--- src/rtl/core/polyev_pkg.sv ---
// shared types, codes and sizes of the polynomial evaluator
package polyev_pkg;

   // store sizing
   localparam int MAX_DEGREE  = 15;
   localparam int STORE_DEPTH = MAX_DEGREE + 1;
   localparam int IDX_W       = $clog2(STORE_DEPTH);
   localparam int DATA_W      = 32;

   // item function codes
   localparam logic FUNC_WRITE = 1'b0;
   localparam logic FUNC_EVAL  = 1'b1;

   // register index of the degree register
   localparam logic REG_DEGREE = 1'b0;

   // input transfer payload
   typedef struct packed {
      logic               func;
      logic [3:0]         coef_index;
      logic signed [31:0] coef_value;
      logic signed [31:0] x_point;
   } req_type;

   // result transfer payload
   typedef struct packed {
      logic signed [31:0] poly_value;
      logic               index_error;
   } rsp_type;

   // control from the sequencer to the multiply-add unit
   typedef struct packed {
      logic clear;
      logic step;
   } mac_ctrl_type;

endpackage

--- src/rtl/core/polyev_coef_store.sv ---
// coefficient memory with one write port and one registered read port
module polyev_coef_store (
   input  logic                                clock,
   input  logic                                wr_en,
   input  logic [polyev_pkg::IDX_W-1:0]        wr_addr,
   input  logic [polyev_pkg::DATA_W-1:0]       wr_data,
   input  logic [polyev_pkg::IDX_W-1:0]        rd_addr,
   output logic [polyev_pkg::DATA_W-1:0]       rd_data
);

   logic [polyev_pkg::DATA_W-1:0] mem [polyev_pkg::STORE_DEPTH];
   logic [polyev_pkg::DATA_W-1:0] rd_data_ff;

   // write port
   always_ff @(posedge clock) begin
      if (wr_en) begin
         mem[wr_addr] <= wr_data;
      end
   end

   // registered read port
   always_ff @(posedge clock) begin
      rd_data_ff <= mem[rd_addr];
   end

   assign rd_data = rd_data_ff;

endmodule

--- src/rtl/core/polyev_mac.sv ---
// shared multiply-add unit holding the horner accumulator and the point
module polyev_mac (
   input  logic                          clock,
   input  polyev_pkg::mac_ctrl_type      ctrl,
   input  logic [polyev_pkg::DATA_W-1:0] x_value,
   input  logic [polyev_pkg::DATA_W-1:0] coef,
   output logic [polyev_pkg::DATA_W-1:0] acc
);

   logic [polyev_pkg::DATA_W-1:0] acc_ff, acc_in;
   logic [polyev_pkg::DATA_W-1:0] x_ff, x_in;
   logic [polyev_pkg::DATA_W-1:0] product;

   // low half of the product, wraps modulo 2^32
   assign product = acc_ff * x_ff;

   // accumulator update
   always_comb begin
      acc_in = acc_ff;
      x_in   = x_ff;
      if (ctrl.clear) begin
         acc_in = '0;
         x_in   = x_value;
      end else if (ctrl.step) begin
         acc_in = product + coef;
      end
   end

   always_ff @(posedge clock) begin
      acc_ff <= acc_in;
      x_ff   <= x_in;
   end

   assign acc = acc_ff;

endmodule

--- src/rtl/core/polynomial_evaluator.sv ---
// top level: sequencer, degree register and result register of the evaluator
//
// Input channel req_*: one transfer carries func, coef_index, coef_value and
// x_point. A write (func 0) stores coef_value at coef_index, 0 being the
// highest-degree term; an index above the degree sets index_error and leaves
// the store alone. An evaluate (func 1) returns the wrapped 32-bit value of
// the polynomial at x_point by Horner's rule.
// Result channel rsp_*: exactly one transfer per accepted item, in order.
// Sequence: an evaluate runs one multiply-add per coefficient in the shared
// unit, paced by the registered read of the coefficient memory, and then
// loads the result register once it is free; a write goes straight to
// loading the result. The next item is taken after the result is loaded.
// req_stall is high while an item is in work. A stalled result holds in the
// result register; the next item's result waits in the unit until it leaves.
// The degree register sits at byte address 0 of the APB-style port.
// Reset (synchronous) clears degree and the handshake state; coefficients are
// undefined until written.
module polynomial_evaluator (
   input  logic                clock,
   input  logic                reset,
   input  logic                req_valid,
   output logic                req_stall,
   input  polyev_pkg::req_type req_payload,
   output logic                rsp_valid,
   input  logic                rsp_stall,
   output polyev_pkg::rsp_type rsp_payload,
   input  logic                psel,
   input  logic                penable,
   input  logic                pwrite,
   input  logic [2:0]          paddr,
   input  logic [31:0]         pwdata,
   output logic [31:0]         prdata,
   output logic                pready
);

   typedef enum logic [1:0] {ST_IDLE, ST_RUN, ST_HOLD} state_type;

   state_type                        state_ff, state_in;
   logic [polyev_pkg::IDX_W-1:0]     idx_ff, idx_in;
   logic                             err_ff, err_in;
   logic [3:0]                       degree_ff, degree_in;
   logic [polyev_pkg::IDX_W-1:0]     eff_degree;
   logic                             rsp_valid_ff, rsp_valid_in;
   polyev_pkg::rsp_type              rsp_payload_ff, rsp_payload_in;

   logic                             req_take;
   logic                             bad_index;
   logic                             wr_en;
   logic [polyev_pkg::IDX_W-1:0]     rd_addr;
   logic [polyev_pkg::DATA_W-1:0]    rd_data;
   logic [polyev_pkg::DATA_W-1:0]    acc;
   polyev_pkg::mac_ctrl_type         mac_ctrl;
   logic                             out_free;

   // configuration port
   assign pready = 1'b1;
   assign prdata = (paddr[2] == polyev_pkg::REG_DEGREE) ? {28'd0, degree_ff} : 32'd0;

   always_comb begin
      degree_in = degree_ff;
      if (psel && penable && pwrite && (paddr[2] == polyev_pkg::REG_DEGREE)) begin
         degree_in = pwdata[3:0];
      end
   end

   // degree saturates at MAX_DEGREE, the top index of the store
   assign eff_degree = (32'(degree_ff) > polyev_pkg::MAX_DEGREE)
                       ? polyev_pkg::IDX_W'(polyev_pkg::MAX_DEGREE)
                       : polyev_pkg::IDX_W'(degree_ff);

   // input transfer and write decode
   assign req_stall = (state_ff != ST_IDLE);
   assign req_take  = req_valid && !req_stall;
   assign bad_index = (32'(req_payload.coef_index) > 32'(eff_degree));
   assign wr_en     = req_take && (req_payload.func == polyev_pkg::FUNC_WRITE) && !bad_index;

   // read one coefficient ahead of the multiply-add
   assign rd_addr = (state_ff == ST_RUN) ? idx_ff + 1'b1 : '0;

   assign out_free = !rsp_valid_ff || !rsp_stall;

   // sequencer
   always_comb begin
      state_in       = state_ff;
      idx_in         = idx_ff;
      err_in         = err_ff;
      rsp_valid_in   = rsp_valid_ff && rsp_stall;
      rsp_payload_in = rsp_payload_ff;
      mac_ctrl       = '0;
      unique case (state_ff)
         ST_IDLE: begin
            if (req_take) begin
               mac_ctrl.clear = 1'b1;
               idx_in         = '0;
               if (req_payload.func == polyev_pkg::FUNC_EVAL) begin
                  err_in   = 1'b0;
                  state_in = ST_RUN;
               end else begin
                  err_in   = bad_index;
                  state_in = ST_HOLD;
               end
            end
         end
         ST_RUN: begin
            mac_ctrl.step = 1'b1;
            if (idx_ff == eff_degree) begin
               state_in = ST_HOLD;
            end else begin
               idx_in = idx_ff + 1'b1;
            end
         end
         ST_HOLD: begin
            if (out_free) begin
               rsp_valid_in               = 1'b1;
               rsp_payload_in.poly_value  = acc;
               rsp_payload_in.index_error = err_ff;
               state_in                   = ST_IDLE;
            end
         end
         default: begin
            state_in = ST_IDLE;
         end
      endcase
   end

   always_ff @(posedge clock) begin
      if (reset) begin
         state_ff     <= ST_IDLE;
         rsp_valid_ff <= 1'b0;
         degree_ff    <= '0;
      end else begin
         state_ff     <= state_in;
         rsp_valid_ff <= rsp_valid_in;
         degree_ff    <= degree_in;
      end
      idx_ff         <= idx_in;
      err_ff         <= err_in;
      rsp_payload_ff <= rsp_payload_in;
   end

   assign rsp_valid   = rsp_valid_ff;
   assign rsp_payload = rsp_payload_ff;

   // coefficient memory
   polyev_coef_store u_store (
      .clock   (clock),
      .wr_en   (wr_en),
      .wr_addr (polyev_pkg::IDX_W'(req_payload.coef_index)),
      .wr_data (req_payload.coef_value),
      .rd_addr (rd_addr),
      .rd_data (rd_data)
   );

   // shared multiply-add unit
   polyev_mac u_mac (
      .clock   (clock),
      .ctrl    (mac_ctrl),
      .x_value (req_payload.x_point),
      .coef    (rd_data),
      .acc     (acc)
   );

endmodule

--- config.mk ---
export PLATFORM = sky130hd
export DESIGN_NAME = polynomial_evaluator
export DESIGN_NICKNAME = d
export VERILOG_FILES = /design/src/rtl/core/polyev_pkg.sv /design/src/rtl/core/polyev_coef_store.sv /design/src/rtl/core/polyev_mac.sv /design/src/rtl/core/polynomial_evaluator.sv
export SDC_FILE = /design/constraint.sdc
export NUM_CORES = 2
export LEC_CHECK = 0
export ABC_AREA = 1
export BUFFER_PORTS_ARGS = -buffer_cell sky130_fd_sc_hd__buf_2
export CAP_MARGIN = 10
export CELL_PAD_IN_SITES_DETAIL_PLACEMENT = 1
export CELL_PAD_IN_SITES_GLOBAL_PLACEMENT = 1
export CORE_MARGIN = 1.5
export CORE_UTILIZATION = 54
export DETAILED_ROUTE_END_ITERATION = 12
export PLACE_DENSITY_LB_ADDON = 0.1
export SKIP_CTS_REPAIR_TIMING = 1
export SLEW_MARGIN = 5
export SYNTH_ARGS = -nofsm -noshare
export SYNTH_HDL_FRONTEND = slang
export SYNTH_SLANG_ARGS = --single-unit
--- constraint.sdc ---
create_clock -name clock -period 18.4 [get_ports clock]
set_clock_uncertainty 0.2 [all_clocks]
set_input_delay 0.92 -clock clock [delete_from_list [all_inputs] [get_ports clock]]
set_output_delay 0.92 -clock clock [all_outputs]
set_load 0.005 [all_outputs]
==> results.cfg <==
[yosys]
yosys.cell_count.top_type = inv_1
ys_warn_count = 0
synth_top_area_share_pct = 41.10
synth_edf_count = 582
synth_top_flop_cell = edfxtp_1
synth.area.top_cells = edfxtp_1 (41%), fa_1 (21%), inv_1 (7.9%)
async_flop_share_pct = 0
synth_common_cells = inv_1 (897), nand2_1 (769), edfxtp_1 (582), nor2_1 (473), fa_1 (438)
synth.cell_area_um2 = 42530
syn_inst = 4279
post-synth-top-area-cell = edfxtp_1
synth_cell_types = 49
ys_seq_area_share_pct = 44.44
synth_seq_cells = 653
syn_avg_cell_area_um2 = 9.938

[cts]
path_clk_slew_ns = 0.06
cts.sinks = 653
cts_root_buf = clkbuf_16
clk_latency_ns = 0.65
clockBufferDepth = 3
cts_htree_levels = 3
cts_tree = done
cts_buffers = 74

[min_path]
hold_class = register to register

[floorplan]
pin_count = 179
initial_utilization_pct = 54.72
die_width_um = 283.6
core_area_um2 = 77720
die_h_um = 283.6
num_rows = 102
die-area_um2 = 80440

[detailed_routing]
drt_iter0_markers = 2028
dr.pass1.iters = 5
viasPerCell = 5.535
routedWlPerCell_um = 22.75
wirelength_um = 123300
ant_nets = 0
drc = 0
dr_total_vias = 30000

[sta]
fin_tns_setup_ns = 0
hold_viol = 0
timing.final.crit_period_ns = 7.772
rsz0062_at_grt = false
period_share_pct = 42.24
setup_ws_ns = 10.63
worst_slew_pin_slew_ns = 1.040
setup_violations = 0
max_freq_mhz = 128.7
finalMaxSlewViolations = 0
max-slew-margin-rel_pct = 30.69

[grt]
antenna_found_initial = 9
grt-ovfl-total = 0
met1_usage_pct = 39.01
grt_pass1_vias = 33280
grt-busiest-layer = met2
grt_first_pass_wirelength_um = 191800
grt_use_met3_pct = 4.244
grtUsageTotal_pct = 31.32
grt_util_met2_pct = 55.35
grt_max_degree = 112

[finish]
drive_gt1_share_pct = 7.608
fillCellCount = 8498
syn2layout_area_growth_pct = 9.580
finalNetCount = 4995

[critical_path]
arrival_ns = 8.09
path_max_fanout = 19
worst_setup_path_end_kind = register
crit_path_start_kind = register
required_ns = 18.71
critical_path_class = register to register

[placed_design]
port_buffers = 119
dp_slack_ns = 10.66
gp_congestion = 0.8575
hpwl_um = 81740

[job]
maxCapViolCount = 0

[outcome]
status = finished, final reports clean
final timing paths:
kind / cells past startpoint / startpoint / endpoint / slack [ns]
hold / removal: 0 / err_ff / rsp_payload[0] / 0.24
hold reg to reg: 0 / err_ff / rsp_payload[0] / 0.24
setup / recovery: 25 / u_mac.acc[6] / u_mac.acc[26] / 10.63
setup reg to reg: 25 / u_mac.acc[6] / u_mac.acc[26] / 10.63
routing by layer:
| layer | wire (µm) | share of wire, % |
|---|---|---|
| met1 | 48990 | 40 |
| met2 | 63230 | 51 |
| met3 | 6192 | 5.0 |
| met4 | 4835 | 3.9 |
| met5 | 46 | 0.037 |
registers in the layout, indices dropped and copies added, names as in the netlist:
name             cells
idx_ff               4
u_store.mem        512
u_mac.acc           32
state_ff             2
rsp_payload         33
err_ff               1
degree_ff            4
rsp_valid            1
u_store.rd_data     32
u_mac.x_ff          32
metrics by stage:
step                util, %  cells  hold WS [ns]  cell area, µm²
finish                59.96   5420        0.2406           46600
global route          59.95   5418        0.2389           46590
CTS                   59.95   5417        0.2238           46590
detailed placement    56.66   5281        0.2289           44030
global placement      56.66   5281        0.2036           44030
floorplan                 -   4306        0.2003           42630
worst max-delay path, cell delays in order, from the launching register on:
cell      delay [ns]
dfxtp_1         0.83
buf_4           0.42
nand2_1         0.12
fa_1            0.54
inv_1           0.05
fa_1            0.36
inv_1           0.09
fa_1            0.45
fa_1            0.49
inv_1           0.05
fa_1            0.51
inv_1           0.06
fa_1            0.56
fa_1            0.43
fa_1            0.51
inv_1           0.06
ha_1            0.35
a21oi_1         0.27
o21ai_0         0.16
a21oi_1         0.28
nand3_1         0.17
a21o_1          0.23
a21oi_1         0.21
xnor2_1         0.09
o21bai_1        0.12
inv_1           0.05
cell type report:
type                       instances  area, µm²  share of cell area, %
multi-input combinational       2502      19360                  41.55
inverter                         905       3408                  7.314
antenna                            3      7.507                0.01611
tap                             1040       1301                  2.792
clock inverter                    36      539.3                  1.157
sequential                       653      18900                  40.56
clock buffer                     100       2019                  4.334
timing repair buffer             181       1061                  2.277
cell usage in the layout (no fill, tap or decap), types with 43 or more instances in the layout:
master / netlist / final
o211ai_1: 99 / 99
nor2_1: 473 / 457
edfxtp_1: 582 / 582
inv_1: 897 / 897
ha_1: 129 / 129
o21ai_0: 294 / 294
dfxtp_1: 71 / 69
buf_2: 58 / 119
fa_1: 438 / 438
nand3_1: 58 / 58
buf_4: 29 / 62
a21oi_1: 44 / 43
nand2_1: 769 / 768
clkbuf_16: 0 / 74
cells by family (layout without fill, tap and decap cells):
kind of cell / after synthesis / after routing / synth area share, %
flops: 653 / 653 / 44.44
other cells: 2 / 32 / 0.01766
compound gates: 554 / 554 / 7.909
fa+ha+maj: 567 / 567 / 24.41
xor+xnor: 25 / 25 / 0.5149
buf+inv: 1151 / 1222 / 10.61
simple gates: 1327 / 1327 / 12.10
Power is left out: the tool's default activity adds up to more than one toggle a clock period on the data nets, which glitch-free logic cannot reach.
